`src/design/event_flag_group_waiter_engine_unit_macros.svh`:
```
// ----------------------------------------------------------------------------
// Assertion macros for the event flag group waiter engine
// Clocked concurrent checks, with and without reset qualification.
// ----------------------------------------------------------------------------
`ifndef EVENT_FLAG_GROUP_WAITER_ENGINE_UNIT_MACROS_SVH
`define EVENT_FLAG_GROUP_WAITER_ENGINE_UNIT_MACROS_SVH

// Check that is ignored while reset is asserted.
`define EFG_ASSERT(label, clk, rst_n, prop, msg) \
    label: assert property (@(posedge clk) disable iff (!(rst_n)) (prop)) else $error(msg);

// Check that must also hold during reset.
`define EFG_ASSERT_ALWAYS(label, clk, prop, msg) \
    label: assert property (@(posedge clk) (prop)) else $error(msg);

`endif

```
`src/design/efg_pkg.sv`:
```
// ----------------------------------------------------------------------------
// efg_pkg
// Shared types and codes of the event flag group waiter engine.
// ----------------------------------------------------------------------------
`default_nettype none

package efg_pkg;

    localparam int WAITERS_DEF   = 16;
    localparam int FLAG_BITS_DEF = 32;
    localparam int IDX_W         = 6;   // slot index carried between modules

    // function codes
    localparam logic [1:0] FUNC_WAIT   = 2'd0;
    localparam logic [1:0] FUNC_SET    = 2'd1;
    localparam logic [1:0] FUNC_CLEAR  = 2'd2;
    localparam logic [1:0] FUNC_CANCEL = 2'd3;

    // result status codes
    localparam logic [2:0] ST_SAT    = 3'd0;
    localparam logic [2:0] ST_QUEUED = 3'd1;
    localparam logic [2:0] ST_UNSAT  = 3'd2;
    localparam logic [2:0] ST_CANCEL = 3'd3;
    localparam logic [2:0] ST_REJECT = 3'd4;
    localparam logic [2:0] ST_DONE   = 3'd5;

    typedef struct packed {
        logic [1:0]  func;
        logic [31:0] mask;
        logic [3:0]  waiter_id;
        logic        match_all;
        logic        consume;
        logic        block_if_unsatisfied;
    } efg_in_t;

    typedef struct packed {
        logic [3:0]  result_waiter;
        logic [2:0]  status;
        logic [31:0] snapshot;
        logic [31:0] flags_now;
        logic        last;
    } efg_out_t;

    // controller -> datapath
    typedef struct packed {
        logic             cap;        // capture input beat
        logic             single;     // execute a one-result item
        logic             set_start;  // OR flags in, clear scan state
        logic             eval;       // test slot read last cycle
        logic             fold;       // clear union of consumed masks
        logic             emit_rel;   // emit release for slot_idx
        logic             emit_done;  // emit closing beat of a set
        logic [IDX_W-1:0] slot_idx;   // read / walk index
        logic [IDX_W-1:0] eval_idx;   // index of the slot under test
    } efg_cmd_t;

    // datapath -> controller
    typedef struct packed {
        logic set_go;    // captured item is a set with nonzero mask
        logic out_free;  // output register can take a beat
        logic rel_hit;   // slot at slot_idx is to be released
    } efg_stat_t;

endpackage

`default_nettype wire

```
`src/design/event_flag_group_waiter_engine_unit.sv`:
```
// A wait, clear, cancel or rejected item passes from the item register to the output register.
// Item flow: one item at a time; a set item's run is set by the one-slot-a-cycle scan
// of the slot table port and the walk over the release vector.
// Output stalls add cycles only where a beat waits for the output register.
// Reset (synchronous, aresetn low): flag word zero, all slots idle, no clearing pass.
// ----------------------------------------------------------------------------
// event_flag_group_waiter_engine_unit
// Event flag group with waiter slots: wait, set, clear and cancel items.
// ----------------------------------------------------------------------------
`default_nettype none

module event_flag_group_waiter_engine_unit #(
    parameter int WAITERS   = efg_pkg::WAITERS_DEF,
    parameter int FLAG_BITS = efg_pkg::FLAG_BITS_DEF
) (
    input  wire logic             aclk,
    input  wire logic             aresetn,
    // input beats
    input  wire logic             s_valid,
    output logic                  s_ready,
    input  wire efg_pkg::efg_in_t s_item,
    // result beats
    output logic                  m_valid,
    input  wire logic             m_ready,
    output efg_pkg::efg_out_t     m_result
);
    import efg_pkg::*;

    // The controller steps through one item at a time:
    //   idle   - take an input beat into the item register
    //   decode - one-result items finish here as soon as the output register
    //            is free; a set item ORs its mask in and starts the scan
    //   scan   - one slot read per cycle, tested against the new flag word in
    //            the cycle after; hits build the release vector and the union of
    //            consumed masks
    //   fold   - consumed flags are cleared from the word
    //   walk   - release beats in ascending slot order, each carrying the
    //            pre-fold snapshot and the post-fold word
    //   finish - closing done beat of the set item
    // The input side is free again in idle even if a result beat still waits.

    efg_cmd_t  cmd;
    efg_stat_t stat;

    efg_ctrl #(
        .WAITERS (WAITERS)
    ) u_ctrl (
        .aclk    (aclk),
        .aresetn (aresetn),
        .s_valid (s_valid),
        .s_ready (s_ready),
        .stat    (stat),
        .cmd     (cmd)
    );

    efg_dp #(
        .WAITERS   (WAITERS),
        .FLAG_BITS (FLAG_BITS)
    ) u_dp (
        .aclk     (aclk),
        .aresetn  (aresetn),
        .s_item   (s_item),
        .m_valid  (m_valid),
        .m_ready  (m_ready),
        .m_result (m_result),
        .cmd      (cmd),
        .stat     (stat)
    );

endmodule

`default_nettype wire

```
`src/design/efg_ctrl.sv`:
```
// ----------------------------------------------------------------------------
// efg_ctrl
// Sequencer: item capture, slot scan, mask fold and release walk.
// ----------------------------------------------------------------------------
`default_nettype none

module efg_ctrl #(
    parameter int WAITERS = 16
) (
    input  wire logic              aclk,
    input  wire logic              aresetn,
    input  wire logic              s_valid,
    output logic                   s_ready,
    input  wire efg_pkg::efg_stat_t stat,
    output efg_pkg::efg_cmd_t      cmd
);
    import efg_pkg::*;

    localparam int CW = $clog2(WAITERS + 1);

    typedef enum logic [5:0] {
        S_IDLE   = 6'b000001,
        S_DECODE = 6'b000010,
        S_SCAN   = 6'b000100,
        S_FOLD   = 6'b001000,
        S_WALK   = 6'b010000,
        S_FINISH = 6'b100000
    } state_t;

    state_t        state_reg, state_next;
    logic [CW-1:0] cnt_reg, cnt_next;

    always_comb begin
        state_next   = state_reg;
        cnt_next     = cnt_reg;
        s_ready      = 1'b0;
        cmd          = '0;
        cmd.slot_idx = IDX_W'(cnt_reg);
        cmd.eval_idx = IDX_W'(cnt_reg - CW'(1));
        case (state_reg)
            S_IDLE: begin
                s_ready = 1'b1;
                if (s_valid) begin
                    cmd.cap    = 1'b1;
                    state_next = S_DECODE;
                end
            end
            S_DECODE: begin
                if (stat.set_go) begin
                    cmd.set_start = 1'b1;
                    cnt_next      = '0;
                    state_next    = S_SCAN;
                end else if (stat.out_free) begin
                    cmd.single = 1'b1;
                    state_next = S_IDLE;
                end
            end
            S_SCAN: begin
                // read at cnt, test the slot read in the previous cycle
                cmd.eval = (cnt_reg != '0);
                if (cnt_reg == CW'(WAITERS)) begin
                    state_next = S_FOLD;
                end else begin
                    cnt_next = cnt_reg + CW'(1);
                end
            end
            S_FOLD: begin
                cmd.fold   = 1'b1;
                cnt_next   = '0;
                state_next = S_WALK;
            end
            S_WALK: begin
                if (!stat.rel_hit || stat.out_free) begin
                    cmd.emit_rel = stat.rel_hit;
                    if (cnt_reg == CW'(WAITERS - 1)) begin
                        state_next = S_FINISH;
                    end else begin
                        cnt_next = cnt_reg + CW'(1);
                    end
                end
            end
            S_FINISH: begin
                if (stat.out_free) begin
                    cmd.emit_done = 1'b1;
                    state_next    = S_IDLE;
                end
            end
            default: begin
                state_next = S_IDLE;
            end
        endcase
    end

    always_ff @(posedge aclk) begin
        if (!aresetn) begin
            state_reg <= S_IDLE;
            cnt_reg   <= '0;
        end else begin
            state_reg <= state_next;
            cnt_reg   <= cnt_next;
        end
    end

endmodule

`default_nettype wire

```
`src/design/efg_dp.sv`:
```
// ----------------------------------------------------------------------------
// efg_dp
// Flag word, slot table, release vector and output register.
// ----------------------------------------------------------------------------
`default_nettype none

`include "event_flag_group_waiter_engine_unit_macros.svh"

module efg_dp #(
    parameter int WAITERS   = 16,
    parameter int FLAG_BITS = 32
) (
    input  wire logic              aclk,
    input  wire logic              aresetn,
    input  wire efg_pkg::efg_in_t  s_item,
    output logic                   m_valid,
    input  wire logic              m_ready,
    output efg_pkg::efg_out_t      m_result,
    input  wire efg_pkg::efg_cmd_t cmd,
    output efg_pkg::efg_stat_t     stat
);
    import efg_pkg::*;

    localparam int W   = FLAG_BITS;
    localparam int IDW = (WAITERS > 1) ? $clog2(WAITERS) : 1;

    function automatic logic [31:0] to32(input logic [W-1:0] v);
        logic [63:0] t;
        t = 64'(v);
        return t[31:0];
    endfunction

    function automatic logic cond_met(input logic [W-1:0] req, input logic all,
                                      input logic [W-1:0] word);
        logic [W-1:0] hit;
        hit = req & word;
        return all ? (hit == req) : (hit != '0);
    endfunction

    efg_in_t        item_reg;
    logic [W-1:0]   flag_reg, flag_next;
    logic [W-1:0]   snap_reg, snap_next;
    logic [W-1:0]   clr_reg, clr_next;
    logic [WAITERS-1:0] busy_reg, busy_next;
    logic [WAITERS-1:0] rel_reg, rel_next;
    logic           out_vld_reg, out_vld_next;
    efg_out_t       out_reg, out_next;
    efg_out_t       res;
    logic           load;
    logic           wr_en;

    logic [W+1:0]   slot_mem [WAITERS];
    logic [W+1:0]   rd_reg;

    // decoded item
    logic [63:0]    mask_wide;
    logic [W-1:0]   m;
    logic [IDX_W-1:0] id6;
    logic [IDW-1:0] qidx, sidx, eidx;
    logic [63:0]    busy_wide;
    logic           id_oor, busy_id;
    logic [W-1:0]   rd_mask;
    logic           rd_all, rd_cons, slot_hit;

    assign mask_wide = 64'(item_reg.mask);
    assign m         = mask_wide[W-1:0];
    assign id6       = IDX_W'(item_reg.waiter_id);
    assign qidx      = id6[IDW-1:0];
    assign sidx      = cmd.slot_idx[IDW-1:0];
    assign eidx      = cmd.eval_idx[IDW-1:0];
    assign busy_wide = 64'(busy_reg);
    assign id_oor    = 32'(item_reg.waiter_id) >= 32'(WAITERS);
    assign busy_id   = busy_wide[id6];
    assign rd_mask   = rd_reg[W-1:0];
    assign rd_all    = rd_reg[W];
    assign rd_cons   = rd_reg[W+1];
    assign slot_hit  = busy_reg[eidx] && cond_met(rd_mask, rd_all, flag_reg);

    assign stat.set_go   = (item_reg.func == FUNC_SET) && (m != '0);
    assign stat.out_free = !out_vld_reg || m_ready;
    assign stat.rel_hit  = rel_reg[sidx];

    always_comb begin
        flag_next = flag_reg;
        snap_next = snap_reg;
        clr_next  = clr_reg;
        busy_next = busy_reg;
        rel_next  = rel_reg;
        wr_en     = 1'b0;
        load      = 1'b0;
        res       = '0;

        if (cmd.set_start) begin
            flag_next = flag_reg | m;
            snap_next = flag_reg | m;
            clr_next  = '0;
            rel_next  = '0;
        end

        if (cmd.eval && slot_hit) begin
            rel_next[eidx] = 1'b1;
            if (rd_cons) begin
                clr_next = clr_reg | rd_mask;
            end
        end

        if (cmd.fold) begin
            flag_next = flag_reg & ~clr_reg;
        end

        if (cmd.emit_rel) begin
            busy_next[sidx]   = 1'b0;
            load              = 1'b1;
            res.result_waiter = cmd.slot_idx[3:0];
            res.status        = ST_SAT;
            res.snapshot      = to32(snap_reg);
            res.flags_now     = to32(flag_reg);
            res.last          = 1'b0;
        end

        if (cmd.emit_done) begin
            load          = 1'b1;
            res.status    = ST_DONE;
            res.flags_now = to32(flag_reg);
            res.last      = 1'b1;
        end

        if (cmd.single) begin
            load          = 1'b1;
            res.last      = 1'b1;
            res.flags_now = to32(flag_reg);
            case (item_reg.func)
                FUNC_WAIT: begin
                    res.result_waiter = item_reg.waiter_id;
                    if (m == '0 || id_oor || busy_id) begin
                        res.status = ST_REJECT;
                    end else if (cond_met(m, item_reg.match_all, flag_reg)) begin
                        res.status   = ST_SAT;
                        res.snapshot = to32(flag_reg);
                        if (item_reg.consume) begin
                            flag_next     = flag_reg & ~m;
                            res.flags_now = to32(flag_reg & ~m);
                        end
                    end else if (item_reg.block_if_unsatisfied) begin
                        wr_en           = 1'b1;
                        busy_next[qidx] = 1'b1;
                        res.status      = ST_QUEUED;
                    end else begin
                        res.status = ST_UNSAT;
                    end
                end
                FUNC_SET: begin
                    // only a zero mask gets here
                    res.status = ST_REJECT;
                end
                FUNC_CLEAR: begin
                    if (m == '0) begin
                        res.status = ST_REJECT;
                    end else begin
                        flag_next     = flag_reg & ~m;
                        res.flags_now = to32(flag_reg & ~m);
                        res.status    = ST_DONE;
                    end
                end
                FUNC_CANCEL: begin
                    res.result_waiter = item_reg.waiter_id;
                    if (id_oor || !busy_id) begin
                        res.status = ST_REJECT;
                    end else begin
                        busy_next[qidx] = 1'b0;
                        res.status      = ST_CANCEL;
                    end
                end
                default: begin
                    res.status = ST_REJECT;
                end
            endcase
        end
    end

    always_comb begin
        out_vld_next = out_vld_reg && !m_ready;
        out_next     = out_reg;
        if (load) begin
            out_vld_next = 1'b1;
            out_next     = res;
        end
    end

    always_ff @(posedge aclk) begin
        if (!aresetn) begin
            flag_reg    <= '0;
            busy_reg    <= '0;
            rel_reg     <= '0;
            out_vld_reg <= 1'b0;
        end else begin
            flag_reg    <= flag_next;
            busy_reg    <= busy_next;
            rel_reg     <= rel_next;
            out_vld_reg <= out_vld_next;
        end
    end

    always_ff @(posedge aclk) begin
        snap_reg <= snap_next;
        clr_reg  <= clr_next;
        out_reg  <= out_next;
        if (cmd.cap) begin
            item_reg <= s_item;
        end
    end

    // slot table: written by a queued wait, read once per scan step
    always_ff @(posedge aclk) begin
        if (wr_en) begin
            slot_mem[qidx] <= {item_reg.consume, item_reg.match_all, m};
        end
        rd_reg <= slot_mem[sidx];
    end

    assign m_valid  = out_vld_reg;
    assign m_result = out_reg;

    `EFG_ASSERT(a_no_overwrite, aclk, aresetn, (load && out_vld_reg) |-> m_ready, "output beat overwritten")
    `EFG_ASSERT(a_rel_busy, aclk, aresetn, cmd.emit_rel |-> busy_reg[sidx], "release of idle slot")
    `EFG_ASSERT(a_fold_clears, aclk, aresetn, cmd.fold |=> ((flag_reg & clr_reg) == '0), "consumed flags left set")
    `EFG_ASSERT(a_one_load, aclk, aresetn, $countones({cmd.single, cmd.emit_rel, cmd.emit_done}) <= 1, "two result sources at once")

endmodule

`default_nettype wire
```
`config.mk`:
```
export PLATFORM = sky130hd
export DESIGN_NAME = event_flag_group_waiter_engine_unit
export DESIGN_NICKNAME = d
export VERILOG_FILES = /design/src/design/efg_pkg.sv /design/src/design/event_flag_group_waiter_engine_unit.sv /design/src/design/efg_ctrl.sv /design/src/design/efg_dp.sv
export VERILOG_INCLUDE_DIRS = /design/src /design/src/design
export SDC_FILE = /design/constraint.sdc
export NUM_CORES = 1
export LEC_CHECK = 0
export ABC_AREA = 1
export BUFFER_PORTS_ARGS = -buffer_cell sky130_fd_sc_hd__buf_2
export CAP_MARGIN = 20
export CORE_MARGIN = 3
export CORE_UTILIZATION = 55
export CTS_BUF_LIST = sky130_fd_sc_hd__clkbuf_4
export DETAILED_ROUTE_END_ITERATION = 16
export GPL_TIMING_DRIVEN = 0
export HOLD_SLACK_MARGIN = 0.1
export PLACE_DENSITY = 0.72
export SYNTH_ARGS = -nofsm -noshare
export SYNTH_HDL_FRONTEND = slang
export SYNTH_SLANG_ARGS = --single-unit
export TNS_END_PERCENT = 30
```
`constraint.sdc`:
```
create_clock -name aclk -period 5 [get_ports aclk]
set_input_delay 0.25 -clock aclk [delete_from_list [all_inputs] [get_ports aclk]]
set_output_delay 0.25 -clock aclk [all_outputs]
set_load 0.01 [all_outputs]
```
==> metrics.yaml <==
grt_pass1_vias: 26624
path_clk_slew_ns: 0.06
largest_reg_flops: 544
sw_frac_of_total_pct: 27.4
die_h_um: 258
fin_skew_ns: 0.0674
core.rowCount: 91
clockBufferDepth: 3
synth_top_area_share_pct: 59.3
final.setup.worst_slack_ns: 0.500
post_cts_resized: 0
final_common_cell: "edfxtp_1"
die_area_sq_um: 66500
cts_buffers: 206
timing.fmax_mhz: 222
cts-root-buf: "clkbuf_4"
grt_pass1_wl_mm: 163
post_drt_wl_per_cell_um: 23.3
cp-end-kind: "register"
clock_latency_ns: 1.09
synth_warnings: 0
vdd_drop_max_uv: 263
ant_nets: 0
synthesis.nets: 3385
yosysTopAreaCell: "edfxtp_1"
ys_seq_elements: 831
synth-edff-count: 689
min_path_type: "input pin to register"
min_from: "m_ready"
rrSetupSlack_ns: 0.50
grt_max_degree: 44
max-cap-violations: 0
worstMarginPinSlew_ns: 1.14
vias: 28452
p_total_mw: 15.1
ys_types: 46
rsz0062_at_grt: "no"
power_frac_comb_pct: 9.6
dpl_worst_slack_ns: 0.485
critPathMaxFanout: 21
core-area_sq_um: 62300
final_area_sq_um: 40700
avgViaCountPerCell: 5.95
ioPinCount: 119
hold_viol_final: 0
cts_tree: "done"
worstRegToRegCells: 14
first_pass_iters: 9
grtUsageTotal_pct: 32.9
tns_ns: 0
ys_seq_area_share_pct: 67.4
path_class: "register to register"
placed_area_sq_um: 37100
place_congestion: 1.06
ctsHoldBuffers: 87
area_growth_pct: 16.5
whs_path_depth: 5
gr-total-overflow: 0
clockPowerShare_pct: 37.3
fin_crit_ns: 4.50
portBuffers: 118
whs_endpoint: "u_ctrl.state_reg[1]"
antenna_found_initial: 6
r2r_start: "u_dp.m[8]"
syn_avg_cell_area_sq_um: 10.5
ys_top_cells_by_area: "edfxtp_1 59%, dfxtp_1 8.1%, nand2_1 6.7%"
cts_setup_buffers: 0
drc: 0
initial_core_util_pct: 56.0
synth-main-ff-cell: "edfxtp_1"
slew_viol_final: 0
async_flop_share_pct: 0
htree_levels: 4
arrival_ns: 5.26
n_fill_cell: 4969
slew_headroom_pct: 24.2
crit_required_ns: 5.76
power.internal_mw: 11.0
synthCells: 3331
fp.dieW_um: 258
status: "complete, no violations"
drt_iter0_drc: 4040
power.switching_mw: 4.14
layout-drive-gt1-share_pct: 14.5
final_cell_mix: "689 x edfxtp_1, 620 x nand2_1, 456 x o21ai_0, 432 x nor2_1, 296 x clkbuf_4"
setup_viol: 0
cts.sinks: 831
place_hpwl_mm: 76.2
finalCritPeriodShare_pct: 90.0
cp-start-kind: "register"
rr_endpoint: "u_dp.slot_mem[10][11]"
seq_power_share_pct: 53.1
wirelength_mm: 111
synth_area_sq_um: 34900
final_nets: 3819
utilization_pct: 65.3
leakage_nw: 14.6
powerDensity_nw_per_um2: 372
routing by layer:
layer  vias to the layer above  GRT usage [%]  part of all wire (%)
met4                         0           14.6                   4.2
met3                       290           9.06                    12
met1                     13448           44.5                    39
met5                         -              0                     0
li1                      12744              -                     -
met2                      1970           50.4                    45
power by group through the flow:
stage	Clock, mW	Combinational (mW)	Sequential (mW)
2_1_floorplan	0	0.813	8.03
3_3_place_gp	0	1.31	8.17
3_5_place_dp	0	1.35	8.16
4_1_cts	5.68	1.42	8.01
5_1_grt	6.06	1.57	8.04
6_report	5.64	1.46	8.03
cells in the mapped netlist (12+ instances only):
| library cell | count |
|---|---|
| clkbuf_1 | 134 |
| nand2_1 | 621 |
| o2111ai_1 | 29 |
| inv_2 | 12 |
| a21oi_1 | 90 |
| o21ai_1 | 22 |
| nand4_1 | 68 |
| buf_2 | 52 |
| nand3_1 | 138 |
| dfxtp_1 | 142 |
| nor2_1 | 449 |
| o22ai_1 | 142 |
| edfxtp_1 | 689 |
| inv_1 | 207 |
| o21ai_0 | 456 |
kinds of logic after synthesis:
logic type | after synthesis | share of synthesized area, %
XOR/XNOR | 1 | 0.0251
adder cells (fa/ha/maj) | 9 | 0.323
AO/OA/AOI/OAI | 766 | 12.1
AND/OR/NAND/NOR | 1303 | 15.3
flip-flops | 831 | 67.4
buffers and inverters | 421 | 4.82
final cells by class:
type / count / area [sq um] / area share (%)
flip-flops and latches: 831 / 23500 / 57.9
plain buffers: 199 / 848 / 2.09
clock buffers: 296 / 2220 / 5.46
well taps: 837 / 1050 / 2.57
clock inverters: 81 / 417 / 1.02
repair buffers: 226 / 1930 / 4.75
inverters: 222 / 836 / 2.05
multi-input cells: 2079 / 9820 / 24.2
diodes: 7 / 17.5 / 0.0431
worst max path at each step:
stage                           start                    end  slack, ns  cells past startpoint
floorplan                  u_dp.m[16]   u_dp.slot_mem[10][0]       1.28                     12
CTS                         u_dp.m[8]  u_dp.slot_mem[10][31]       0.45                     13
global route        u_ctrl.cnt_reg[0]       u_dp.clr_reg[11]       0.24                     16
detailed placement          u_dp.m[8]  u_dp.slot_mem[11][11]       0.49                     13
global placement            u_dp.m[8]   u_dp.slot_mem[7][13]      -1.32                     12
finish                      u_dp.m[8]  u_dp.slot_mem[10][11]       0.50                     14
stage by stage:
stage | hold WS (ns) | std cells
floorplan | 0.319 | 3331
global placement | 0.426 | 4286
detailed placement | 0.428 | 4305
CTS | 0.138 | 4769
global route | 0.201 | 4774
finish | 0.186 | 4778
critical path, stage by stage, from the launching register on:
cell	delay, ns
edfxtp_1	0.74
inv_1	0.36
nand2_1	0.09
nor2_1	0.09
nand2_1	0.07
nor2_2	0.27
nand3_2	0.30
nand2_2	0.16
nand2_2	0.10
nor2_8	0.19
nand4_4	0.29
clkbuf_1	0.31
buf_8	0.22
nor2_4	0.68
buf_16	0.25
(Power assumes the default switching activity.)
